## src/hdl/cad_pkg.sv

```systemverilog
// ----------------------------------------------------------------------------
// cad_pkg
// Types and constants shared by the card access door controller modules.
// ----------------------------------------------------------------------------
package cad_pkg;

  typedef enum logic [1:0] {
    MODE_TICK   = 2'd0,
    MODE_CARD   = 2'd1,
    MODE_ADMIN  = 2'd2,
    MODE_ENROLL = 2'd3
  } mode_t;

  typedef enum logic [2:0] {
    EV_NONE           = 3'd0,
    EV_OPEN_CARD      = 3'd1,
    EV_OPEN_ADMIN     = 3'd2,
    EV_CLOSED         = 3'd3,
    EV_ENROLLED       = 3'd4,
    EV_ENROLL_TIMEOUT = 3'd5
  } event_t;

  typedef enum logic [1:0] {
    PH_IDLE,
    PH_OPEN,
    PH_ENROLL
  } phase_t;

  typedef enum logic [1:0] {
    ST_ACCEPT,
    ST_SEARCH,
    ST_FINISH
  } state_t;

  localparam int          UID_W            = 32;
  localparam int          TICK_W           = 16;
  localparam logic        CFG_OPEN_TICKS   = 1'b0;
  localparam logic        CFG_ENROLL_TICKS = 1'b1;
  localparam logic [15:0] OPEN_TICKS_RST   = 16'd5000;
  localparam logic [15:0] ENROLL_TICKS_RST = 16'd8000;

  typedef struct packed {
    logic [1:0]       mode;
    logic [UID_W-1:0] card_uid;
  } in_req_t;

  typedef struct packed {
    logic [2:0]       event_res;
    logic [UID_W-1:0] event_uid;
    logic             uid_valid;
    logic             door_state;
    logic [4:0]       stored_count;
  } out_req_t;

  // Search token handed from one table cell to the next.
  typedef struct packed {
    logic             go;
    logic             hit;
    logic [UID_W-1:0] key;
  } link_t;

endpackage

```

## src/hdl/cad_cell.sv

```systemverilog
// ----------------------------------------------------------------------------
// cad_cell
// One entry of the authorised ID table. Compares its entry with the search
// token passing through and hands the token on to the next cell.
// ----------------------------------------------------------------------------
module cad_cell #(
  parameter int CELL_IDX = 0,
  parameter int IDX_W    = 4,
  parameter int CNT_W    = 5
) (
  input  logic                    clk,
  input  logic                    rst_n,
  input  cad_pkg::link_t          link_in,
  output cad_pkg::link_t          link_out,
  input  logic                    wr_en,
  input  logic [IDX_W-1:0]        wr_idx,
  input  logic [cad_pkg::UID_W-1:0] wr_data,
  input  logic [CNT_W-1:0]        id_count
);

  logic [cad_pkg::UID_W-1:0] entry_r;
  logic [cad_pkg::UID_W-1:0] key_r;
  logic                      hit_r;
  logic                      go_r;
  logic                      live;

  // Entries at or above the fill count have not been written since reset.
  assign live = (CNT_W'(CELL_IDX) < id_count);

  always_ff @(posedge clk) begin
    if (!rst_n) begin
      go_r <= 1'b0;
    end else begin
      go_r <= link_in.go;
    end
  end

  always_ff @(posedge clk) begin
    key_r <= link_in.key;
    hit_r <= link_in.hit | (live && (entry_r == link_in.key));
    if (wr_en && (wr_idx == IDX_W'(CELL_IDX))) begin
      entry_r <= wr_data;
    end
  end

  assign link_out = '{go: go_r, hit: hit_r, key: key_r};

endmodule

```

## src/hdl/card_access_door_controller.sv

```systemverilog
// ----------------------------------------------------------------------------
// card_access_door_controller
// Door controller with an authorised card table, repeat suppression, timed
// opening and an enroll mode.
// ----------------------------------------------------------------------------
// One request is handled at a time. Ticks, admin opens, enroll commands and
// card reads that need no table look-up are answered without a search. A card
// read that must be checked against the table walks a search token down a row
// of TABLE_DEPTH cells, one cell per cycle; the next request waits until the
// token has left the last cell and the result is loaded. The result sits in an
// output register, and a new request is taken in the cycle that result leaves.
// ----------------------------------------------------------------------------
module card_access_door_controller #(
  parameter int TABLE_DEPTH = 16
) (
  input  logic              clk,
  input  logic              rst_n,
  input  logic              in_valid,
  output logic              in_ready,
  input  cad_pkg::in_req_t  in_data,
  output logic              out_valid,
  input  logic              out_ready,
  output cad_pkg::out_req_t out_data,
  input  logic              cfg_we,
  input  logic              cfg_index,
  input  logic [15:0]       cfg_wdata
);

  localparam int IDX_W = (TABLE_DEPTH > 1) ? $clog2(TABLE_DEPTH) : 1;
  localparam int CNT_W = $clog2(TABLE_DEPTH + 1);

  cad_pkg::state_t              state_r, state_nxt;
  cad_pkg::phase_t              phase_r, phase_nxt;
  logic [cad_pkg::TICK_W-1:0]   tick_r, tick_nxt, tick_inc;
  logic [cad_pkg::UID_W-1:0]    seen_r, seen_nxt;
  logic [cad_pkg::UID_W-1:0]    held_uid_r, held_uid_nxt;
  logic                         held_valid_r, held_valid_nxt;
  logic                         door_r, door_nxt;
  logic [CNT_W-1:0]             count_r, count_nxt;
  logic [15:0]                  open_ticks_r, enroll_ticks_r;
  logic [cad_pkg::UID_W-1:0]    key_r;
  logic                         hit_r;
  logic                         out_valid_r, out_valid_nxt;
  cad_pkg::out_req_t            out_data_r;

  logic                         out_free;
  logic                         start;
  logic                         out_load;
  logic                         tbl_wr;
  cad_pkg::event_t              ev;
  logic [cad_pkg::UID_W-1:0]    ev_uid;
  logic                         ev_valid;

  cad_pkg::link_t               links [0:TABLE_DEPTH];

  assign out_free = !out_valid_r || out_ready;
  assign in_ready = (state_r == cad_pkg::ST_ACCEPT) && out_free;
  assign tick_inc = tick_r + cad_pkg::TICK_W'(1);

  // ---------------------------------------------------------------------------
  // Table cells
  // ---------------------------------------------------------------------------
  assign links[0] = '{go: start, hit: 1'b0, key: in_data.card_uid};

  for (genvar i = 0; i < TABLE_DEPTH; i++) begin : g_cell
    cad_cell #(
      .CELL_IDX (i),
      .IDX_W    (IDX_W),
      .CNT_W    (CNT_W)
    ) u_cell (
      .clk      (clk),
      .rst_n    (rst_n),
      .link_in  (links[i]),
      .link_out (links[i+1]),
      .wr_en    (tbl_wr),
      .wr_idx   (count_r[IDX_W-1:0]),
      .wr_data  (key_r),
      .id_count (count_r)
    );
  end

  // ---------------------------------------------------------------------------
  // Request handling
  // ---------------------------------------------------------------------------
  always_comb begin
    state_nxt      = state_r;
    phase_nxt      = phase_r;
    tick_nxt       = tick_r;
    seen_nxt       = seen_r;
    held_uid_nxt   = held_uid_r;
    held_valid_nxt = held_valid_r;
    door_nxt       = door_r;
    count_nxt      = count_r;
    ev             = cad_pkg::EV_NONE;
    ev_uid         = '0;
    ev_valid       = 1'b0;
    start          = 1'b0;
    out_load       = 1'b0;
    tbl_wr         = 1'b0;

    unique case (state_r)
      cad_pkg::ST_ACCEPT: begin
        if (in_valid && out_free) begin
          unique case (cad_pkg::mode_t'(in_data.mode))
            cad_pkg::MODE_TICK: begin
              if (phase_r == cad_pkg::PH_OPEN) begin
                tick_nxt = tick_inc;
                if (tick_inc >= open_ticks_r) begin
                  door_nxt       = 1'b0;
                  ev             = cad_pkg::EV_CLOSED;
                  ev_valid       = held_valid_r;
                  ev_uid         = held_valid_r ? held_uid_r : '0;
                  held_valid_nxt = 1'b0;
                  seen_nxt       = '0;
                  phase_nxt      = cad_pkg::PH_IDLE;
                end
              end else if (phase_r == cad_pkg::PH_ENROLL) begin
                tick_nxt = tick_inc;
                if (tick_inc >= enroll_ticks_r) begin
                  ev             = cad_pkg::EV_ENROLL_TIMEOUT;
                  held_valid_nxt = 1'b0;
                  seen_nxt       = '0;
                  phase_nxt      = cad_pkg::PH_IDLE;
                end
              end
            end
            cad_pkg::MODE_CARD: begin
              // Only a new card outside the open phase needs a table look-up.
              if (phase_r != cad_pkg::PH_OPEN && in_data.card_uid != seen_r) begin
                start     = 1'b1;
                state_nxt = cad_pkg::ST_SEARCH;
              end
            end
            cad_pkg::MODE_ADMIN: begin
              if (phase_r != cad_pkg::PH_ENROLL) begin
                door_nxt  = 1'b1;
                tick_nxt  = '0;
                phase_nxt = cad_pkg::PH_OPEN;
                ev        = cad_pkg::EV_OPEN_ADMIN;
              end
            end
            default: begin
              if (phase_r == cad_pkg::PH_IDLE) begin
                phase_nxt = cad_pkg::PH_ENROLL;
                tick_nxt  = '0;
                seen_nxt  = '0;
              end
            end
          endcase
          out_load = !start;
        end
      end
      cad_pkg::ST_SEARCH: begin
        if (links[TABLE_DEPTH].go) begin
          state_nxt = cad_pkg::ST_FINISH;
        end
      end
      cad_pkg::ST_FINISH: begin
        if (out_free) begin
          out_load  = 1'b1;
          state_nxt = cad_pkg::ST_ACCEPT;
          seen_nxt  = key_r;
          ev_uid    = key_r;
          ev_valid  = 1'b1;
          if (phase_r == cad_pkg::PH_IDLE) begin
            held_uid_nxt   = key_r;
            held_valid_nxt = 1'b1;
            if (hit_r) begin
              door_nxt  = 1'b1;
              tick_nxt  = '0;
              phase_nxt = cad_pkg::PH_OPEN;
              ev        = cad_pkg::EV_OPEN_CARD;
            end else begin
              ev_uid   = '0;
              ev_valid = 1'b0;
            end
          end else begin
            // Enroll: a card already stored or a full table leaves it as it is.
            if ((count_r < CNT_W'(TABLE_DEPTH)) && !hit_r) begin
              tbl_wr    = 1'b1;
              count_nxt = count_r + CNT_W'(1);
            end
            ev             = cad_pkg::EV_ENROLLED;
            held_valid_nxt = 1'b0;
            seen_nxt       = '0;
            phase_nxt      = cad_pkg::PH_IDLE;
          end
        end
      end
      default: begin
        state_nxt = cad_pkg::ST_ACCEPT;
      end
    endcase

    if (out_load) begin
      out_valid_nxt = 1'b1;
    end else if (out_ready) begin
      out_valid_nxt = 1'b0;
    end else begin
      out_valid_nxt = out_valid_r;
    end
  end

  always_ff @(posedge clk) begin
    if (!rst_n) begin
      state_r        <= cad_pkg::ST_ACCEPT;
      phase_r        <= cad_pkg::PH_IDLE;
      tick_r         <= '0;
      seen_r         <= '0;
      held_uid_r     <= '0;
      held_valid_r   <= 1'b0;
      door_r         <= 1'b0;
      count_r        <= '0;
      out_valid_r    <= 1'b0;
      open_ticks_r   <= cad_pkg::OPEN_TICKS_RST;
      enroll_ticks_r <= cad_pkg::ENROLL_TICKS_RST;
    end else begin
      state_r      <= state_nxt;
      phase_r      <= phase_nxt;
      tick_r       <= tick_nxt;
      seen_r       <= seen_nxt;
      held_uid_r   <= held_uid_nxt;
      held_valid_r <= held_valid_nxt;
      door_r       <= door_nxt;
      count_r      <= count_nxt;
      out_valid_r  <= out_valid_nxt;
      if (cfg_we) begin
        if (cfg_index == cad_pkg::CFG_OPEN_TICKS) begin
          open_ticks_r <= cfg_wdata;
        end else begin
          enroll_ticks_r <= cfg_wdata;
        end
      end
    end
  end

  always_ff @(posedge clk) begin
    if (start) begin
      key_r <= in_data.card_uid;
    end
    if (state_r == cad_pkg::ST_SEARCH && links[TABLE_DEPTH].go) begin
      hit_r <= links[TABLE_DEPTH].hit;
    end
    if (out_load) begin
      out_data_r <= '{event_res:    ev,
                      event_uid:    ev_uid,
                      uid_valid:    ev_valid,
                      door_state:   door_nxt,
                      stored_count: 5'(count_nxt)};
    end
  end

  assign out_valid = out_valid_r;
  assign out_data  = out_data_r;

endmodule
```

## config.mk

```make
export PLATFORM = sky130hd
export DESIGN_NAME = card_access_door_controller
export DESIGN_NICKNAME = d
export VERILOG_FILES = /design/src/hdl/cad_pkg.sv /design/src/hdl/cad_cell.sv /design/src/hdl/card_access_door_controller.sv
export SDC_FILE = /design/constraint.sdc
export NUM_CORES = 1
export LEC_CHECK = 0
export ABC_CLOCK_PERIOD_IN_PS = 8300
export BUFFER_PORTS_ARGS = -buffer_cell sky130_fd_sc_hd__buf_4
export CAP_MARGIN = 30
export CORE_AREA = 2 2 250 252
export CTS_CLUSTER_SIZE = 14
export DETAILED_ROUTE_END_ITERATION = 10
export DIE_AREA = 0 0 252 254
export PLACE_DENSITY_LB_ADDON = 0.25
export RECOVER_POWER = 100
export SLEW_MARGIN = 5
export SYNTH_ARGS = -nofsm -noshare
export SYNTH_HDL_FRONTEND = slang
export SYNTH_SLANG_ARGS = --single-unit
export TNS_END_PERCENT = 30
```

## constraint.sdc

```tcl
create_clock -name clk -period 8.3 [get_ports clk]
set_input_delay 2.075 -clock clk [delete_from_list [all_inputs] [get_ports clk]]
set_output_delay 2.075 -clock clk [all_outputs]
set_load 0.01 [all_outputs]
```

==> results of run 1 <==
==> cells in the mapped netlist (39+ instances only) <==
library cell,number
a21oi_1,49
a22o_1,96
dfxtp_1,636
edfxtp_1,587
ha_1,40
inv_1,42
nand2_1,86
nand4_1,81
nor2_1,39
nor4_1,81
xnor2_1,279
xor2_1,283
==> worst min-delay path by stage <==
stage	slack (ns)	endpoint	cells after the start	startpoint
global placement	0.35	g_cell[14].u_cell.key_r[26]$_DFF_P_	0	g_cell[13].u_cell.key_r[26]$_DFF_P_
finish	0.34	g_cell[7].u_cell.key_r[20]$_DFF_P_	0	g_cell[6].u_cell.key_r[20]$_DFF_P_
floorplan	0.35	g_cell[10].u_cell.key_r[10]$_DFF_P_	0	g_cell[9].u_cell.key_r[10]$_DFF_P_
global route	0.35	g_cell[6].u_cell.key_r[8]$_DFF_P_	0	g_cell[5].u_cell.key_r[8]$_DFF_P_
detailed placement	0.35	g_cell[2].u_cell.key_r[30]$_DFF_P_	0	g_cell[1].u_cell.key_r[30]$_DFF_P_
CTS	0.34	g_cell[7].u_cell.key_r[20]$_DFF_P_	0	g_cell[6].u_cell.key_r[20]$_DFF_P_
==> report_power, final <==
part	switching (mW)	total [mW]	internal, mW
logic	0.199	0.322	0.122
clock network	2.15	5.00	2.84
registers	0.157	6.62	6.46
==> cells by family (layout without fill, tap and decap cells) <==
logic type / after synthesis / count (layout) / share of synthesized area
simple gates: 413 / 413 / 0.0570
xor+xnor: 562 / 562 / 0.122
fa+ha+maj: 40 / 40 / 0.0124
compound gates: 232 / 232 / 0.0439
flops: 1223 / 1223 / 0.755
other cells: 0 / 2 / 0
buf+inv: 87 / 411 / 0.00899
mux: 2 / 2 / 0.000498
==> metal layers <==
layer	vias up	routed length, um	GRT usage	part of all wire
met4	0	4040	0.130	0.041
met2	1004	48900	0.524	0.50
met3	212	7790	0.0499	0.080
met1	10900	37100	0.395	0.38
li1	9639	-	-	-
met5	-	0	0	0
==> flip-flops by register name, summed over array words and instances, names as in the netlist <==
register	cells
out_valid	1
phase_r	2
g_cell.u_cell.entry_r	512
g_cell.u_cell.key_r	480
seen_r	32
tick_r	16
hit_r	1
count_r	5
key_r	32
enroll_ticks_r	16
g_cell.u_cell.go_r	16
held_uid_r	32
open_ticks_r	16
out_data	42
state_r	2
held_valid_r	1
door_r	1
g_cell.u_cell.hit_r	16
==> final cells by class <==
type | count | share of cell area
multi-input cells | 1249 | 0.209
clock buffers | 171 | 0.0730
repair buffers | 157 | 0.0154
flip-flops and latches | 1223 | 0.670
clock inverters | 41 | 0.00723
diodes | 2 | 0.000110
well taps | 790 | 0.0218
inverters | 42 | 0.00348
==> worst max-delay path: stages <==
cell      delay [ns]
clkbuf_1        1.29
nand2_1         0.10
nor2_1          0.95
clkbuf_1        1.88
a22o_1          0.38
==> flow_metrics.env, run 1 <==
export IMPL_mostFrequentLayoutCells="dfxtp_1 (636), edfxtp_1 (587), xor2_1 (283)"
export IMPL_arrival_ns=6.71
export IMPL_globalplace_congestion=0.931
export IMPL_setup_tns_final_ns=0
export IMPL_r2r_slack_ns=3.20
export IMPL_layout_worst_path_cycle_share=0.738
export IMPL_outcome="complete, but fails checks"
export IMPL_synth_enable_flop_cells=587
export IMPL_portBuffers=99
export IMPL_critPathMaxFanout=48
export IMPL_coreArea_mm2=0.0613
export IMPL_syn_std_cell_area_mm2=0.0402
export IMPL_post_place_cells=3458
export IMPL_layoutNonFillerInstCount=3675
export IMPL_clock_buffer_depth=3
export IMPL_ws_path_type="in -> reg"
export IMPL_initial_antenna_violation_count=6
export IMPL_power_mw=11.9
export IMPL_clock_tree_root_cell="clkbuf_16"
export IMPL_detailed_place_hpwl_um=67400
export IMPL_dominantRegCellSynth="dfxtp_1"
export IMPL_quantity_of_hold_fixing_buffers_added_after_cts=0
export IMPL_post_cts_resized=0
export IMPL_drt_antenna_violating_nets=0
export IMPL_wl_per_cell_um=26.6
export IMPL_grt_first_pass_wirelength_um=141000
export IMPL_power_per_cell_area_mw_per_mm2=263
export IMPL_max_transition_viols_final=796
export IMPL_end_kind="flip-flop"
export IMPL_layout_core_utilization=0.740
export IMPL_first_global_vias=21800
export IMPL_num_vias=21700
export IMPL_cts_made_buffers=112
export IMPL_worst_slew_pin_slew_ns=2.55
export IMPL_synth_async_sr_flop_share=0
export IMPL_cts_max_level=3
export IMPL_cap_violations=24
export IMPL_final_nets=2881
export IMPL_place_worst_setup_slack_ns=3.51
export IMPL_drtPass1Iterations=6
export IMPL_r2r_end="out_data[11]$_DFFE_PP_"
export IMPL_rsz0062_at_grt="false"
export IMPL_die_width_um=252
export IMPL_gr_total_overflow=0
export IMPL_gate_count_post_synth=2559
export IMPL_grt_start_max_net_pins=49
export IMPL_min_delay_path_class="reg -> reg"
export IMPL_post_dp_cell_area_mm2=0.0423
export IMPL_grt_total_usage=0.308
export IMPL_die_height_um=254
export IMPL_worst_r2r_cell_count=12
export IMPL_failed_checks="max-capacitance violations, max-slew violations"
export IMPL_largest_cells_by_area_after_synthesis="edfxtp_1 (44%), dfxtp_1 (32%), xor2_1 (6.2%), xnor2_1 (6.1%), a22o_1 (2.1%)"
export IMPL_start_kind="input port"
export IMPL_postLayoutSetupSlackWorst_ns=2.18
export IMPL_worst_r2r_startpoint="tick_r[0]$_SDFFE_PN0P_"
export IMPL_hold_violations=0
export IMPL_postCtsSetupBuffers=0
export IMPL_layout_area_overhead_vs_synth_pct=12.7
export IMPL_clk_pin_slew_worst_paths_ns=0.06
export IMPL_die_area_mm2=0.0640
export IMPL_cts_num_sinks=1223
export IMPL_synth_top_cell_area_share=0.438
export IMPL_synth_largest_area_cell="edfxtp_1"
export IMPL_io_pins=100
export IMPL_period_needed_ns=6.12
export IMPL_synth_lib_cells_used_distinct=57
export IMPL_dr_first_iter_drc_count=2083
export IMPL_multi_input_area_mm2=0.00948
export IMPL_synthesis_warnings=0
export IMPL_std_cell_rows=91
export IMPL_layout_cells_most_common="dfxtp_1"
export IMPL_ys_seq_area_frac=0.755
export IMPL_postSynthNetCount=2655
export IMPL_synth_ff_latch_count=1223
export IMPL_fin_area_mm2=0.0453
export IMPL_critPathCapture="seen_r[6]$_SDFFE_PN0P_"
export IMPL_critical_path_startpoint="rst_n"
export IMPL_power_static_leakage_nw=16.3
export IMPL_start_util=0.657
export IMPL_layout_drive_gt1_share=0.0732
export IMPL_final_hold_worst_slack_ns=0.337
export IMPL_maxClockFrequency_mhz=163
export IMPL_drt_vias_per_instance=5.91
export IMPL_setup_violations_final=0
export IMPL_clock_insertion_delay_worst_skew_ns=0.67
export IMPL_syn_avg_cell_area_um2=15.7
export IMPL_critical_path_required_ns=8.88
export IMPL_tritoncts="built"
export IMPL_routed_wirelength_um=97800
export IMPL_clock_skew_ns=0.0321
export IMPL_seqCellArea_mm2=0.0304
export IMPL_slew_headroom=-0.698
export IMPL_drt_drc_violations_left=0
export IMPL_n_fill_cell=3730
export IMPL_ir_worst_vdd_mv=0.216
No activity file was read; power rests on OpenSTA's default activity.
==> run 2: changes to the inputs <==
Settings changed: ABC_AREA set to 1, ABC_CLOCK_PERIOD_IN_PS 8300 to 6300, CORE_AREA 2 2 250 252 to 2 2 266 268, DIE_AREA 0 0 252 254 to 0 0 268 270.
Clock period 8.3 ns to 6.3 ns, I/O delays scaled along.
==> flow_metrics.env, run 2 <==
export IMPL_dominantRegCellSynth="dfxtp_1"
export IMPL_final_nets=3676
export IMPL_holdPathEnd="g_cell[5].u_cell.key_r[25]$_DFF_P_"
export IMPL_start_util=0.605
export IMPL_hold_depth=0
export IMPL_ws_path_type="reg -> reg"
export IMPL_hold_violations=0
export IMPL_max_transition_viols_final=734
export IMPL_synth_commonest_cells="dfxtp_1 (636), edfxtp_1 (587), nand2_1 (422)"
export IMPL_drt_vias_per_instance=5.30
export IMPL_critPathMaxFanout=27
export IMPL_power_per_cell_area_mw_per_mm2=336
export IMPL_io_pins=100
export IMPL_syn_std_cell_area_mm2=0.0421
export IMPL_cap_violations=23
export IMPL_drt_drc_violations_left=0
export IMPL_worst_r2r_startpoint="tick_r[0]$_SDFFE_PN0P_"
export IMPL_layout_cells_most_common="dfxtp_1"
export IMPL_gate_count_post_synth=3373
export IMPL_layoutNonFillerInstCount=4626
export IMPL_slew_headroom=-0.459
export IMPL_die_width_um=268
export IMPL_grt_first_pass_wirelength_um=142000
export IMPL_internal_power_mw=12.5
export IMPL_p_sw_mw=3.39
export IMPL_maxClockFrequency_mhz=209
export IMPL_synth_largest_area_cell="edfxtp_1"
export IMPL_drtPass1Iterations=5
export IMPL_cts_max_level=3
export IMPL_place_worst_setup_slack_ns=2.39
export IMPL_first_global_vias=25100
export IMPL_ys_seq_area_frac=0.722
export IMPL_layout_core_utilization=0.682
export IMPL_arrival_ns=5.41
export IMPL_critical_path_required_ns=6.92
export IMPL_post_place_cells=4400
export IMPL_mostFrequentLayoutCells="dfxtp_1 (636), edfxtp_1 (587), nand2_1 (423)"
export IMPL_r2r_end="seen_r[13]$_SDFFE_PN0P_"
export IMPL_post_cts_resized=0
export IMPL_period_needed_ns=4.80
export IMPL_quantity_of_hold_fixing_buffers_added_after_cts=0
export IMPL_r2r_slack_ns=1.50
export IMPL_failed_checks="max-capacitance violations, max-slew violations"
export IMPL_drt_antenna_violating_nets=0
export IMPL_rsz0062_at_grt="false"
export IMPL_num_vias=24500
export IMPL_clock_insertion_delay_worst_skew_ns=0.69
export IMPL_yosysMostFrequentCell="dfxtp_1"
export IMPL_cts_num_sinks=1223
export IMPL_ir_worst_vdd_mv=0.246
export IMPL_final_hold_worst_slack_ns=0.349
export IMPL_hold_path_startpoint="g_cell[4].u_cell.key_r[25]$_DFF_P_"
export IMPL_outcome="complete, but fails checks"
export IMPL_layout_worst_path_cycle_share=0.761
export IMPL_worst_r2r_cell_count=16
export IMPL_postCtsSetupBuffers=0
export IMPL_detailed_place_hpwl_um=64700
export IMPL_layout_drive_gt1_share=0.0815
export IMPL_synth_ff_latch_count=1223
export IMPL_die_area_mm2=0.0724
export IMPL_cts_made_buffers=114
export IMPL_grt_total_usage=0.258
export IMPL_grt_start_max_net_pins=77
export IMPL_std_cell_rows=97
export IMPL_layout_area_overhead_vs_synth_pct=12.7
export IMPL_setup_tns_final_ns=0
export IMPL_dr_first_iter_drc_count=1795
export IMPL_post_dp_cell_area_mm2=0.0443
export IMPL_synthesis_warnings=0
export IMPL_globalplace_congestion=0.915
export IMPL_syn_avg_cell_area_um2=12.5
export IMPL_clk_pin_slew_worst_paths_ns=0.07
export IMPL_min_delay_path_class="reg -> reg"
export IMPL_synth_lib_cells_used_distinct=46
export IMPL_pwr_share_comb=0.033
export IMPL_fin_area_mm2=0.0474
export IMPL_regMostFlops="g_cell.u_cell.entry_r"
export IMPL_max_reg_flops=512
export IMPL_die_height_um=270
export IMPL_clock_skew_ns=0.0317
export IMPL_clock_tree_root_cell="clkbuf_16"
export IMPL_synth_top_cell_area_share=0.419
export IMPL_routed_wirelength_um=92600
export IMPL_setup_violations_final=0
export IMPL_wl_per_cell_um=20.0
export IMPL_power_clock_fraction=0.421
export IMPL_coreArea_mm2=0.0695
export IMPL_portBuffers=99
export IMPL_power_mw=15.9
export IMPL_power_static_leakage_nw=18.4
export IMPL_sw_ratio=0.213
export IMPL_postLayoutSetupSlackWorst_ns=1.50
export IMPL_synth_async_sr_flop_share=0
export IMPL_postSynthNetCount=3469
export IMPL_clock_buffer_depth=3
export IMPL_tritoncts="built"
export IMPL_gr_total_overflow=0
export IMPL_largest_cells_by_area_after_synthesis="edfxtp_1 (42%), dfxtp_1 (30%), xor2_1 (4.9%), nand2_1 (3.8%), xnor2_1 (3.1%)"
export IMPL_initial_antenna_violation_count=1
export IMPL_pwr_share_seq=0.547
export IMPL_end_kind="flip-flop"
export IMPL_start_kind="flip-flop"
export IMPL_synth_enable_flop_cells=587
export IMPL_worst_slew_pin_slew_ns=2.18
## run 2: changes by cell type in the layout (fill, tap and decap cells not counted), sizes merged, moves of 42 or more
cell   change
a21oi     +45
a22o      -95
inv      +301
nand2    +341
nand3    +107
nor2     +199
nor3      +42
nor4      -42
o21ai    +111
or2       +71
xnor2    -129
xor2      -46
## run 2: critical path, stage by stage (launching register included)
cell and delay, ns:
dfxtp_1 0.43, ha_1 0.23, nand3_1 0.19, or2_2 0.37
nor2_1 0.10, nand2_1 0.07, xor2_1 0.13, inv_1 0.08
ha_1 0.30, nand4_1 0.15, nor3_1 0.30, nand3_1 0.15
nand3_1 0.19, nor3_1 0.10, nor2_1 1.60, nor2_1 0.14
nor2_1 0.19
## run 2: kinds of logic (layout without fill, tap and decap cells)
| logic type | count (synthesis) | after routing | synth area share |
|---|---|---|---|
| XOR/XNOR | 387 | 387 | 0.0806 |
| other | 0 | 4 | 0 |
| flip-flops | 1223 | 1223 | 0.722 |
| AO/OA/AOI/OAI | 296 | 296 | 0.0399 |
| buffers and inverters | 397 | 706 | 0.0363 |
| adder cells (fa/ha/maj) | 40 | 40 | 0.0119 |
| AND/OR/NAND/NOR | 1030 | 1030 | 0.110 |
## run 2: cell type report
cell class                 instances  area (um^2)
antenna                            4         10.0
clock buffer                     175         3290
clock inverter                    43          420
fill                            4861        22100
inverter                         343         1290
multi-input combinational       1753        10200
sequential                      1223        30400
tap                              940         1180
timing repair buffer             145          669
## run 2: worst max-delay path by stage
stage,startpoint,endpoint,depth (start not counted)
after floorplan,out_ready,g_cell[0].u_cell.entry_r[0]$_DFFE_PP_,8
after global placement,out_ready,in_ready,4
after detailed placement,tick_r[0]$_SDFFE_PN0P_,seen_r[26]$_SDFFE_PN0P_,19
after CTS,tick_r[0]$_SDFFE_PN0P_,seen_r[15]$_SDFFE_PN0P_,19
after global routing,tick_r[0]$_SDFFE_PN0P_,seen_r[7]$_SDFFE_PN0P_,16
final,tick_r[0]$_SDFFE_PN0P_,seen_r[13]$_SDFFE_PN0P_,16
## run 2: power by group through the flow
stage / clock network [mW] / logic [mW] / registers (mW)
5_1_grt: 7.12 / 0.574 / 8.73
4_1_cts: 6.79 / 0.549 / 8.72
6_report: 6.71 / 0.518 / 8.72
3_5_place_dp: 0 / 0.542 / 8.89
2_1_floorplan: 0 / 0.339 / 8.82
3_3_place_gp: 0 / 0.498 / 8.90
## run 2: routing by layer
layer  up-vias  track usage  part of all wire  wire [um]
li1      11700            -                 -          -
met2       651        0.450              0.51      47100
met5         -            0                 0          0
met1     12000        0.319              0.41      37700
met4         0        0.109             0.038       3500
met3       168       0.0405             0.047       4320
